**src/rtl/aph_pkg.sv**
```systemverilog
`default_nettype none
package aph_pkg;

    localparam int DEF_STAGES      = 6;
    localparam int DEF_SINE_DEPTH  = 256;

    localparam int UNITY     = 65536;
    localparam int FB_MAX    = 62259;
    localparam int SAMPLE_W  = 24;
    localparam int MUL_W     = 26;
    localparam int PROD_W    = 2 * MUL_W;
    localparam int ACC_W     = PROD_W + 1;
    localparam int QUOT_W    = 21;
    localparam int DIVD_W    = 18;
    localparam int CFG_W     = 24;

    localparam logic [16:0] SIN_C1 = 17'd5210;
    localparam logic [16:0] SIN_C2 = 17'd42334;
    localparam logic [16:0] SIN_C3 = 17'd102944;

    typedef enum logic [1:0] {
        CFG_SWEEP_LOW  = 2'd0,
        CFG_SWEEP_HIGH = 2'd1,
        CFG_LFO_STEP   = 2'd2,
        CFG_FADE_STEP  = 2'd3
    } cfg_idx_t;

    typedef enum logic [3:0] {
        ST_IDLE,
        ST_SIN0,
        ST_SIN1,
        ST_SIN2,
        ST_SIN3,
        ST_SIN4,
        ST_D0,
        ST_D1,
        ST_INC,
        ST_DIV_WAIT,
        ST_LOOP1,
        ST_SA,
        ST_SB,
        ST_WET1,
        ST_MIX0,
        ST_MIX1
    } state_t;

    typedef struct packed {
        logic              start;
        logic [DIVD_W-1:0] num;
        logic [DIVD_W-1:0] den;
    } div_req_t;

    // round half away from zero
    function automatic logic signed [ACC_W-1:0] round_shift(
        input logic signed [ACC_W-1:0] v,
        input int unsigned             sh
    );
        logic [ACC_W-1:0] mag;
        logic [ACC_W-1:0] half;
        logic [ACC_W-1:0] r;
        half = ACC_W'(1) << (sh - 1);
        mag  = v[ACC_W-1] ? ACC_W'(-v) : ACC_W'(v);
        r    = (mag + half) >> sh;
        return v[ACC_W-1] ? -$signed(r) : $signed(r);
    endfunction

    function automatic logic signed [SAMPLE_W-1:0] sat24(input logic signed [ACC_W-1:0] v);
        if (v > ACC_W'(signed'(24'sh7fffff)))
            return 24'sh7fffff;
        else if (v < ACC_W'(signed'(-24'sh800000)))
            return -24'sh800000;
        else
            return v[SAMPLE_W-1:0];
    endfunction

    function automatic logic signed [15:0] sat16(input logic signed [ACC_W-1:0] v);
        if (v > ACC_W'(32767))
            return 16'sh7fff;
        else if (v < -ACC_W'(32768))
            return -16'sh8000;
        else
            return v[15:0];
    endfunction

    function automatic logic [16:0] clamp_gain(input logic signed [18:0] g);
        if (g > 19'sd65536)
            return 17'd65536;
        else if (g < 19'sd0)
            return 17'd0;
        else
            return g[16:0];
    endfunction

endpackage
`default_nettype wire

```
**src/rtl/aph_div.sv**
```systemverilog
`default_nettype none
module aph_div (
    input  wire logic                         clk,
    input  wire logic                         rst_n,
    input  wire aph_pkg::div_req_t            req,
    output logic                              done,
    output logic [aph_pkg::QUOT_W-1:0]        quot
);
    import aph_pkg::*;

    localparam int CNT_W = $clog2(QUOT_W + 1);

    logic                 busy_reg, busy_next;
    logic [CNT_W-1:0]     cnt_reg, cnt_next;
    logic [DIVD_W-1:0]    rem_reg, rem_next;
    logic [DIVD_W-1:0]    den_reg, den_next;
    logic [QUOT_W-1:0]    sh_reg, sh_next;
    logic                 done_reg, done_next;
    logic [DIVD_W+QUOT_W+1:0] dividend;
    logic [DIVD_W:0]      trial;

    // (num << 20) + den/2
    assign dividend = ((DIVD_W+QUOT_W+2)'(req.num) << 20) + (DIVD_W+QUOT_W+2)'(req.den >> 1);
    assign trial    = {rem_reg, sh_reg[QUOT_W-1]};

    always_comb
    begin
        busy_next = busy_reg;
        cnt_next  = cnt_reg;
        rem_next  = rem_reg;
        den_next  = den_reg;
        sh_next   = sh_reg;
        done_next = 1'b0;
        if (req.start)
        begin
            busy_next = 1'b1;
            cnt_next  = CNT_W'(QUOT_W);
            rem_next  = DIVD_W'(dividend >> QUOT_W);
            sh_next   = dividend[QUOT_W-1:0];
            den_next  = req.den;
        end
        else if (busy_reg)
        begin
            if (trial >= (DIVD_W+1)'(den_reg))
            begin
                rem_next = DIVD_W'(trial - (DIVD_W+1)'(den_reg));
                sh_next  = {sh_reg[QUOT_W-2:0], 1'b1};
            end
            else
            begin
                rem_next = trial[DIVD_W-1:0];
                sh_next  = {sh_reg[QUOT_W-2:0], 1'b0};
            end
            cnt_next = cnt_reg - CNT_W'(1);
            if (cnt_reg == CNT_W'(1))
            begin
                busy_next = 1'b0;
                done_next = 1'b1;
            end
        end
    end

    always_ff @(posedge clk or negedge rst_n)
    begin
        if (!rst_n)
        begin
            busy_reg <= 1'b0;
            cnt_reg  <= '0;
            done_reg <= 1'b0;
        end
        else
        begin
            busy_reg <= busy_next;
            cnt_reg  <= cnt_next;
            done_reg <= done_next;
        end
    end

    always_ff @(posedge clk)
    begin
        rem_reg <= rem_next;
        den_reg <= den_next;
        sh_reg  <= sh_next;
    end

    assign done = done_reg;
    assign quot = sh_reg;

endmodule
`default_nettype wire

```
**src/rtl/aph_smem.sv**
```systemverilog
`default_nettype none
module aph_smem #(
    parameter int STAGES = aph_pkg::DEF_STAGES,
    parameter int ADDR_W = (STAGES > 1) ? $clog2(STAGES) : 1
) (
    input  wire logic                              clk,
    input  wire logic                              rst_n,
    input  wire logic                              we,
    input  wire logic [ADDR_W-1:0]                 waddr,
    input  wire logic signed [aph_pkg::SAMPLE_W-1:0] wdata,
    input  wire logic [ADDR_W-1:0]                 raddr,
    output logic signed [aph_pkg::SAMPLE_W-1:0]    rdata
);
    import aph_pkg::*;

    logic signed [SAMPLE_W-1:0] mem [STAGES];
    logic [STAGES-1:0]          valid_reg;
    logic signed [SAMPLE_W-1:0] rdata_reg;

    always_ff @(posedge clk)
    begin
        if (we)
            mem[waddr] <= wdata;
        rdata_reg <= valid_reg[raddr] ? mem[raddr] : '0;
    end

    // untouched entries read as zero after reset
    always_ff @(posedge clk or negedge rst_n)
    begin
        if (!rst_n)
            valid_reg <= '0;
        else if (we)
            valid_reg[waddr] <= 1'b1;
    end

    assign rdata = rdata_reg;

endmodule
`default_nettype wire

```
**src/rtl/allpass_phaser_with_bypass_fade.sv**
```systemverilog
// allpass phaser with bypass crossfade, one audio word per input handshake
// input channel: in_valid / in_stall carry in_sample, lfo_rate, feedback_gain,
//   mix_depth and bypass_toggle; a word is taken when in_valid is high and
//   in_stall low
// output channel: out_valid / out_stall carry out_sample and bypassed, one
//   result word for every input word, in order
// one word is processed at a time, from the accepting edge to the result
//   register, by one shared multiplier stepping the sine polynomial, sweep,
//   mix and two products per allpass stage, and a radix-2 divider forming
//   the 21-bit coefficient
// input pacing: no new word is taken until the result register is loaded;
//   the next word can be taken in the cycle after that, while the last
//   result may still wait there
// a held out_stall keeps the result register full; the sequencer then waits
//   at its final step until the register is free
// reset: all filter state, lfo phase and gains return to zero / unity,
//   configuration registers to their defaults; no clearing pass is needed
// configuration: cfg_we, cfg_index, cfg_data; the user writes them only while idle, a rule the block leaves unchecked
`default_nettype none
module allpass_phaser_with_bypass_fade #(
    parameter int STAGES           = aph_pkg::DEF_STAGES,
    parameter int SINE_TABLE_DEPTH = aph_pkg::DEF_SINE_DEPTH
) (
    input  wire logic                      clk,
    input  wire logic                      rst_n,
    input  wire logic                      cfg_we,
    input  wire logic [1:0]                cfg_index,
    input  wire logic [aph_pkg::CFG_W-1:0] cfg_data,
    input  wire logic                      in_valid,
    output logic                           in_stall,
    input  wire logic signed [15:0]        in_sample,
    input  wire logic [16:0]               lfo_rate,
    input  wire logic [15:0]               feedback_gain,
    input  wire logic [16:0]               mix_depth,
    input  wire logic                      bypass_toggle,
    output logic                           out_valid,
    input  wire logic                      out_stall,
    output logic signed [15:0]             out_sample,
    output logic                           bypassed
);
    import aph_pkg::*;

    localparam int STG_W = (STAGES > 1) ? $clog2(STAGES) : 1;
    localparam int IDX_W = $clog2(SINE_TABLE_DEPTH);

    state_t state_reg, state_next;

    logic [15:0] sweep_low_reg, sweep_high_reg;
    logic [23:0] lfo_step_reg;
    logic [16:0] fade_step_reg;

    logic [31:0] phase_reg;
    logic signed [SAMPLE_W-1:0] loop_reg;
    logic [16:0] wr_reg, dr_reg, wf_reg, df_reg;
    logic        byp_reg;

    logic signed [15:0] x_reg;
    logic [16:0] rate_reg, depth_reg;
    logic [15:0] fb_reg;
    logic [16:0] xv_reg, x2_reg, u_reg;
    logic [1:0]  quad_reg;
    logic signed [ACC_W-1:0] acc_reg;
    logic signed [PROD_W-1:0] prod_reg;
    logic signed [SAMPLE_W-1:0] y_reg, xs_reg, wet_reg;
    logic [STG_W-1:0] stg_reg;

    logic        out_valid_reg;
    logic signed [15:0] out_sample_reg;
    logic        out_byp_reg;

    logic signed [MUL_W-1:0] mul_a, mul_b;
    logic        accept;
    logic        out_free;
    logic        last_stg;

    logic [IDX_W-1:0] idx;
    logic [17:0] tpos;
    logic [16:0] x_now;
    logic [16:0] x2_now;
    logic [16:0] p1, p2, p_raw, p_cl;
    logic [16:0] u_now;
    logic [15:0] d_now;
    logic signed [22:0] dry;
    logic signed [ACC_W-1:0] dry_w, prod_w, sum_w;
    logic signed [SAMPLE_W-1:0] y_loop, y_stage, z_new, wet_now;
    logic signed [SAMPLE_W-1:0] z_rd;
    logic [16:0] g_dry, g_wet;

    logic byp_n;
    logic [16:0] wr_t, dr_t, wf_t, df_t;

    div_req_t         div_req;
    logic             div_done;
    logic [QUOT_W-1:0] coef_a;

    logic             mem_we;
    logic [STG_W-1:0] mem_raddr;

    aph_div u_div (
        .clk   (clk),
        .rst_n (rst_n),
        .req   (div_req),
        .done  (div_done),
        .quot  (coef_a)
    );

    aph_smem #(
        .STAGES (STAGES),
        .ADDR_W (STG_W)
    ) u_smem (
        .clk   (clk),
        .rst_n (rst_n),
        .we    (mem_we),
        .waddr (stg_reg),
        .wdata (z_new),
        .raddr (mem_raddr),
        .rdata (z_rd)
    );

    assign accept   = in_valid && (state_reg == ST_IDLE);
    assign out_free = !(out_valid_reg && out_stall);
    assign last_stg = (stg_reg == STG_W'(STAGES - 1));

    // sine lookup point from the phase before the increment
    assign idx    = phase_reg[31 -: IDX_W];
    assign tpos   = 18'(idx) << (18 - IDX_W);
    assign x_now  = tpos[16] ? 17'(17'd65536 - 17'(tpos[15:0])) : 17'(tpos[15:0]);
    assign x2_now = prod_reg[32:16];
    assign p1     = SIN_C2 - prod_reg[32:16];
    assign p2     = SIN_C3 - prod_reg[32:16];
    assign p_raw  = prod_reg[32:16];
    assign p_cl   = (p_raw > 17'd65536) ? 17'd65536 : p_raw;
    assign u_now  = quad_reg[1] ? 17'((18'd65536 - 18'(p_cl)) >> 1)
                                : 17'((18'd65536 + 18'(p_cl)) >> 1);

    assign prod_w = ACC_W'(prod_reg);
    assign sum_w  = acc_reg + prod_w;
    assign d_now  = sum_w[31:16];

    assign dry     = 23'(x_reg) <<< 7;
    assign dry_w   = ACC_W'(dry);
    assign y_loop  = sat24(dry_w + round_shift(prod_w, 16));
    assign y_stage = sat24(ACC_W'(z_rd) - round_shift(prod_w, 20));
    assign z_new   = sat24(round_shift(prod_w, 20) + ACC_W'(xs_reg));
    assign wet_now = sat24(dry_w + round_shift(prod_w, 16));

    assign g_dry = byp_reg ? dr_reg : df_reg;
    assign g_wet = byp_reg ? wf_reg : wr_reg;

    // toggle then ramp step, applied at acceptance
    always_comb
    begin
        byp_n = byp_reg ^ bypass_toggle;
        wr_t  = bypass_toggle ? 17'd0 : wr_reg;
        dr_t  = bypass_toggle ? 17'd0 : dr_reg;
        wf_t  = bypass_toggle ? 17'd65536 : wf_reg;
        df_t  = bypass_toggle ? 17'd65536 : df_reg;
        if (byp_n)
        begin
            dr_t = clamp_gain(19'(dr_t) + 19'(fade_step_reg));
            wf_t = clamp_gain(19'(wf_t) - 19'(fade_step_reg));
        end
        else
        begin
            wr_t = clamp_gain(19'(wr_t) + 19'(fade_step_reg));
            df_t = clamp_gain(19'(df_t) - 19'(fade_step_reg));
        end
    end

    // next state
    always_comb
    begin
        state_next = state_reg;
        unique case (state_reg)
            ST_IDLE:     if (accept) state_next = ST_SIN0;
            ST_SIN0:     state_next = ST_SIN1;
            ST_SIN1:     state_next = ST_SIN2;
            ST_SIN2:     state_next = ST_SIN3;
            ST_SIN3:     state_next = ST_SIN4;
            ST_SIN4:     state_next = ST_D0;
            ST_D0:       state_next = ST_D1;
            ST_D1:       state_next = ST_INC;
            ST_INC:      state_next = ST_DIV_WAIT;
            ST_DIV_WAIT: if (div_done) state_next = ST_LOOP1;
            ST_LOOP1:    state_next = ST_SA;
            ST_SA:       state_next = ST_SB;
            ST_SB:       state_next = last_stg ? ST_WET1 : ST_SA;
            ST_WET1:     state_next = ST_MIX0;
            ST_MIX0:     state_next = ST_MIX1;
            ST_MIX1:     if (out_free) state_next = ST_IDLE;
            default:     state_next = ST_IDLE;
        endcase
    end

    // multiplier operands, memory and divider control
    always_comb
    begin
        mul_a         = '0;
        mul_b         = '0;
        mem_we        = 1'b0;
        mem_raddr     = '0;
        div_req.start = 1'b0;
        div_req.num   = DIVD_W'(18'd65536 - 18'(d_now));
        div_req.den   = DIVD_W'(18'd65536 + 18'(d_now));
        unique case (state_reg)
            ST_SIN0:
            begin
                mul_a = MUL_W'(x_now);
                mul_b = MUL_W'(x_now);
            end
            ST_SIN1:
            begin
                mul_a = MUL_W'(SIN_C1);
                mul_b = MUL_W'(x2_now);
            end
            ST_SIN2:
            begin
                mul_a = MUL_W'(p1);
                mul_b = MUL_W'(x2_reg);
            end
            ST_SIN3:
            begin
                mul_a = MUL_W'(p2);
                mul_b = MUL_W'(xv_reg);
            end
            ST_SIN4:
            begin
                mul_a = MUL_W'(sweep_low_reg);
                mul_b = MUL_W'(17'd65536 - u_now);
            end
            ST_D0:
            begin
                mul_a = MUL_W'(sweep_high_reg);
                mul_b = MUL_W'(u_reg);
            end
            ST_D1:
            begin
                mul_a         = MUL_W'(lfo_step_reg);
                mul_b         = MUL_W'(rate_reg);
                div_req.start = 1'b1;
            end
            ST_DIV_WAIT:
            begin
                mul_a = MUL_W'(loop_reg);
                mul_b = MUL_W'(fb_reg);
            end
            ST_LOOP1:
            begin
                mul_a = MUL_W'(coef_a);
                mul_b = MUL_W'(y_loop);
            end
            ST_SA:
            begin
                mul_a = MUL_W'(coef_a);
                mul_b = MUL_W'(y_stage);
            end
            ST_SB:
            begin
                mem_we = 1'b1;
                if (last_stg)
                begin
                    mul_a = MUL_W'(y_reg);
                    mul_b = MUL_W'(depth_reg);
                end
                else
                begin
                    mul_a     = MUL_W'(coef_a);
                    mul_b     = MUL_W'(y_reg);
                    mem_raddr = stg_reg + STG_W'(1);
                end
            end
            ST_WET1:
            begin
                mul_a = MUL_W'(dry);
                mul_b = MUL_W'(g_dry);
            end
            ST_MIX0, ST_MIX1:
            begin
                mul_a = MUL_W'(wet_reg);
                mul_b = MUL_W'(g_wet);
            end
            default:
            begin
                mul_a = '0;
            end
        endcase
    end

    always_ff @(posedge clk or negedge rst_n)
    begin
        if (!rst_n)
        begin
            state_reg      <= ST_IDLE;
            sweep_low_reg  <= 16'd1308;
            sweep_high_reg <= 16'd4755;
            lfo_step_reg   <= 24'd97392;
            fade_step_reg  <= 17'd66;
            phase_reg      <= '0;
            loop_reg       <= '0;
            wr_reg         <= '0;
            dr_reg         <= '0;
            wf_reg         <= 17'd65536;
            df_reg         <= 17'd65536;
            byp_reg        <= 1'b0;
            out_valid_reg  <= 1'b0;
            stg_reg        <= '0;
        end
        else
        begin
            state_reg <= state_next;
            if (cfg_we)
            begin
                case (cfg_index)
                    CFG_SWEEP_LOW:  sweep_low_reg  <= cfg_data[15:0];
                    CFG_SWEEP_HIGH: sweep_high_reg <= cfg_data[15:0];
                    CFG_LFO_STEP:   lfo_step_reg   <= cfg_data[23:0];
                    CFG_FADE_STEP:  fade_step_reg  <= cfg_data[16:0];
                    default:        ;
                endcase
            end
            if (accept)
            begin
                byp_reg <= byp_n;
                wr_reg  <= wr_t;
                dr_reg  <= dr_t;
                wf_reg  <= wf_t;
                df_reg  <= df_t;
            end
            if (state_reg == ST_INC)
                phase_reg <= phase_reg + prod_reg[47:16];
            if (state_reg == ST_LOOP1)
                stg_reg <= '0;
            else if (state_reg == ST_SB && !last_stg)
                stg_reg <= stg_reg + STG_W'(1);
            if (state_reg == ST_SB && last_stg)
                loop_reg <= y_reg;
            if (state_reg == ST_MIX1 && out_free)
                out_valid_reg <= 1'b1;
            else if (out_valid_reg && !out_stall)
                out_valid_reg <= 1'b0;
        end
    end

    always_ff @(posedge clk)
    begin
        prod_reg <= mul_a * mul_b;
        if (accept)
        begin
            x_reg     <= in_sample;
            rate_reg  <= (lfo_rate > 17'd65536) ? 17'd65536 : lfo_rate;
            fb_reg    <= (feedback_gain > 16'(FB_MAX)) ? 16'(FB_MAX) : feedback_gain;
            depth_reg <= (mix_depth > 17'd65536) ? 17'd65536 : mix_depth;
        end
        if (state_reg == ST_SIN0)
        begin
            xv_reg   <= x_now;
            quad_reg <= tpos[17:16];
        end
        if (state_reg == ST_SIN1)
            x2_reg <= x2_now;
        if (state_reg == ST_SIN4)
            u_reg <= u_now;
        if (state_reg == ST_D0 || state_reg == ST_MIX0)
            acc_reg <= prod_w;
        if (state_reg == ST_LOOP1)
            xs_reg <= y_loop;
        if (state_reg == ST_SA)
            y_reg <= y_stage;
        if (state_reg == ST_SB)
            xs_reg <= y_reg;
        if (state_reg == ST_WET1)
            wet_reg <= wet_now;
        if (state_reg == ST_MIX1 && out_free)
        begin
            out_sample_reg <= sat16(round_shift(sum_w, 23));
            out_byp_reg    <= byp_reg;
        end
    end

    assign in_stall   = (state_reg != ST_IDLE);
    assign out_valid  = out_valid_reg;
    assign out_sample = out_sample_reg;
    assign bypassed   = out_byp_reg;

    a_accept_starts: assert property (@(posedge clk) disable iff (!rst_n)
        accept |=> state_reg == ST_SIN0)
        else $error("accepted word did not start the sequencer");

    a_div_done_wait: assert property (@(posedge clk) disable iff (!rst_n)
        div_done |-> state_reg == ST_DIV_WAIT)
        else $error("coefficient finished outside its wait step");

    a_out_from_mix: assert property (@(posedge clk) disable iff (!rst_n)
        $rose(out_valid_reg) |-> $past(state_reg == ST_MIX1))
        else $error("result word raised outside the final mix step");

    a_stage_range: assert property (@(posedge clk) disable iff (!rst_n)
        mem_we |-> stg_reg <= STG_W'(STAGES - 1))
        else $error("stage write beyond the chain");

    a_no_overwrite: assert property (@(posedge clk) disable iff (!rst_n)
        out_valid_reg && out_stall |=> $stable(out_sample_reg))
        else $error("waiting result word overwritten");

endmodule
`default_nettype wire

```
**config.mk**
```make
export PLATFORM = sky130hd
export DESIGN_NAME = allpass_phaser_with_bypass_fade
export DESIGN_NICKNAME = d
export VERILOG_FILES = /design/src/rtl/aph_pkg.sv /design/src/rtl/aph_div.sv /design/src/rtl/aph_smem.sv /design/src/rtl/allpass_phaser_with_bypass_fade.sv
export SDC_FILE = /design/constraint.sdc
export NUM_CORES = 2
export LEC_CHECK = 0
export ABC_AREA = 1
export BUFFER_PORTS_ARGS = -buffer_cell sky130_fd_sc_hd__buf_4
export CORE_MARGIN = 1.5
export CORE_UTILIZATION = 28
export DETAILED_ROUTE_END_ITERATION = 10
export PLACE_DENSITY = 0.38
export SKIP_CTS_REPAIR_TIMING = 1
export SLEW_MARGIN = 10
export SYNTH_ARGS = -nofsm -noshare
export SYNTH_HDL_FRONTEND = slang
export SYNTH_HIERARCHICAL = 1
export SYNTH_SLANG_ARGS = --single-unit
```
**constraint.sdc**
```tcl
create_clock -name clk -period 13.56 [get_ports clk]
set_input_delay 2.712 -clock clk [delete_from_list [all_inputs] [get_ports clk]]
set_output_delay 2.712 -clock clk [all_outputs]
set_load 0.01 [all_outputs]
```
==> qor.csv <==
stage;metric;value;unit
global_routing;global route hottest layer;met2;
sta;fin worst setup slack;-0.0769;ns
yosys;Syn Area/Cell;7.35;sq um
clocking;CTS buffer count;98;
critical_path;CP required;14.20;ns
final_layout;layout cells sized above 1;0.205;
global_routing;met3 usage in global routing;0.0194;
global_routing;largest net degree at the start of global routing;141;
floorplan;Starting Density;0.281;
yosys;Syn Inst Count;11500;
run_status;failing checks;setup timing;
clocking;CTS Sinks;745;
final_layout;fin cells;16900;
placed_design;placed cells;16600;
clocking;CTS clock-pin slew for the worst setup and hold paths;0.06;ns
global_routing;M1 GR Usage;0.320;
critical_path;crit path buf inv count;16;
global_routing;grt ovf;0;
final_layout;post-layout net count;14200;
clocking;CTS tree;done;
yosys;sequential element share of the synthesized area;0.244;
floorplan;DIE AREA;305000;sq um
yosys;Post-synth ARST share;0.294;
routing;via count;79000;
yosys;Yosys warning count;6;
routing;Initial DRC Count;5051;
yosys;post-synth cell types;77;
clocking;worst skew pair latency;0.90;ns
sta;final setup skew;0.148;ns
global_routing;initial antenna violation count;19;
sta;Tmin final;13.64;ns
yosys;top_reg_cell synth;edfxtp_1;
floorplan;num rows;201;
sta;Final Hold Viols;0;
run;maxcap violations;0;
global_routing;met2 Use GR;0.379;
routing;Avg WL per Cell;21.2;microns
yosys;synthesis-stage register bit count;745;
floorplan;die width;552;microns
clocking;Max Root-Sink Buffers;4;
routing;WL final;358000;microns
sta;Tightest Pin Transition;1.29;ns
critical_path;crit path launch type;flop;
routing;Residual DRC;0;
critical_path;WP depth;78;
critical_path;reg2reg path depth;78;
clocking;CTS root buf;clkbuf_16;
placed_design;HPWL after DPL;293000;microns
sta;Setup violations, final;3;
final_layout;max FFs per register;144;
sta;final worst-path cycle share;1.01;
yosys;EDFF count, synth;450;
sta;Relative slew margins;0.116;
critical_path;CP delay by family, top;simple AND/OR/NAND/NOR gates;
run_status;status;finished, violations left;
routing;1st-pass router iterations;6;
critical_path;Setup CP Type;flop to flop;
global_routing;first-pass GRT wire length;521000;microns
worst_hold_path;Hold Path Class;flop to flop;
clocking;CTS H-tree depth;3;
final_layout;P&R area growth vs syn;27.4;%
critical_path;CP Max Fanout;11;
sta;Pins Over Slew Limit;0;
critical_path;CP Capture Type;flop;
global_routing;All-Layer GR Usage;0.230;
critical_path;Worst path slowest cell;fa_1;
placed_design;IO buf count;116;
sta;RSZ-0062 raised after global routing;true;
floorplan;die height;552;microns
routing;remaining antenna violation count;0;
critical_path;slowest stage delay, CP;0.56;ns
yosys;Post-Syn Area;84300;sq um
floorplan;IO Pins;117;
critical_path;worst path arrival time;14.28;ns
global_routing;vias in the first global route;78800;
floorplan;total core area;300000;sq um
routing;drt via density;4.67;
worst_hold_path;Hold Crit Depth;2;
sta;FMAX;0.0733;GHz
placed_design;Final GP Congestion;0.968;
## logic make-up after synthesis
kind of cell / Yosys count / synth area share
flip-flops: 745 / 0.244
AO/OA/AOI/OAI: 1355 / 0.0937
adder cells (fa/ha/maj): 1192 / 0.239
multiplexers: 1 / 0.000133
other: 2 / 0.0000890
buffers and inverters: 2759 / 0.127
XOR/XNOR: 460 / 0.0487
AND/OR/NAND/NOR: 4956 / 0.247
## cell usage after synthesis, drive strengths merged (3+ instances only)
library cell,n,area (sq um)
a2111oi,14,123
a211oi,15,113
a21boi,16,120
a21o,17,128
a21oi,521,2610
a221oi,37,324
a22o,15,131
a22oi,37,278
a31oi,48,300
a32o,3,30.0
buf,115,816
clkbuf,170,638
clkinv,12,45.0
dfrtp,195,4880
dfstp,24,631
dfxtp,76,1520
edfxtp,450,13500
fa,702,14100
ha,490,6130
inv,2462,9250
nand2,3091,11800
nand3,505,2780
nand3b,49,380
nand4,114,713
nor2,1010,4070
nor3,107,566
nor3b,4,30.0
nor4,40,250
o2111ai,13,114
o211ai,18,135
o21a,28,210
o21ai,442,2260
o21bai,44,330
o221a,3,33.8
o221ai,11,96.3
o22ai,24,150
o31ai,19,143
o32ai,18,158
or2,30,188
xnor2,133,1160
xor2,327,2940
## through the flow
stage          hold slack, ns  utilization  cell area (sq um)  worst slack (ns)  TNS [ns]
6_report                0.464        0.358             107000           -0.0769   -0.0967
5_1_grt                 0.497        0.358             107000            -0.767    -13.56
4_1_cts                 0.471        0.342             102000             -1.50    -36.99
3_5_place_dp            0.458        0.330              99000             -1.28    -30.74
3_3_place_gp            0.443        0.330              99000             -1.26    -28.51
2_1_floorplan           0.423            -              84500              1.06         0
## layout make-up
cell class | instances | area (sq um)
Timing Repair Buffer | 1537 | 12500
Tap cell | 3958 | 4950
Inverter | 2474 | 9300
Clock inverter | 44 | 574
Sequential cell | 745 | 20500
Fill cell | 32100 | 192000
Multi-Input combinational cell | 8010 | 56700
Antenna cell | 6 | 15.0
Clock buffer | 134 | 2820
## per-layer routing
metal,vias up,part of all wire,routed length (microns)
li1,38400,-,-
met3,330,0.038,13700
met2,1694,0.46,165000
met1,38600,0.47,168000
met4,6,0.033,11900
met5,-,0.000095,34
## placed cells by master, fill, tap and decap left out, types with 30 or more instances in the layout
cell and n:
nand2_4 54, o21ai_0 378, dfxtp_1 74, nor3_1 84, a221oi_1 36, conb_1 44, ha_4 52, xor2_1 287
inv_1 2315, inv_2 140, ha_1 429, fa_1 664, xnor2_1 127, o21bai_1 40, a21oi_1 452, edfxtp_1 450
dfrtp_1 195, nor2_4 45, a31oi_1 38, nand2_1 2858, xor2_2 33, nor2_1 858, buf_12 45, buf_6 59
a22oi_1 37, nor2_2 107, o21ai_1 36, nand3_2 31, nand2_2 172, clkbuf_16 111, fa_2 38, nand4_1 114
nand3_4 30, buf_4 1414, nand3b_1 48, nor4_1 30, nand3_1 445, a21oi_2 53
## final timing paths
check                                         start                   to  slack [ns]
worst max register to register         prod_reg[13]         prod_reg[49]       -0.08
worst min register to register  u_smem/valid_reg[0]  u_smem/valid_reg[0]        0.46
worst min-delay path            u_smem/valid_reg[0]  u_smem/valid_reg[0]        0.46
min in group asynchronous                     rst_n            wf_reg[1]        1.84
worst max-delay path                   prod_reg[13]         prod_reg[49]       -0.08
max in group asynchronous                     rst_n           stg_reg[1]       10.18
## worst min-delay path: cells and delay by family (launching register included)
kind,cells,cell delay [ns]
AO/OA/AOI/OAI,1,0.06
flip-flops,1,0.33
buffers and inverters,1,0.04
Power is not shown: default switching activity piles up to over one toggle a cycle in this logic, so the estimate is an artifact.
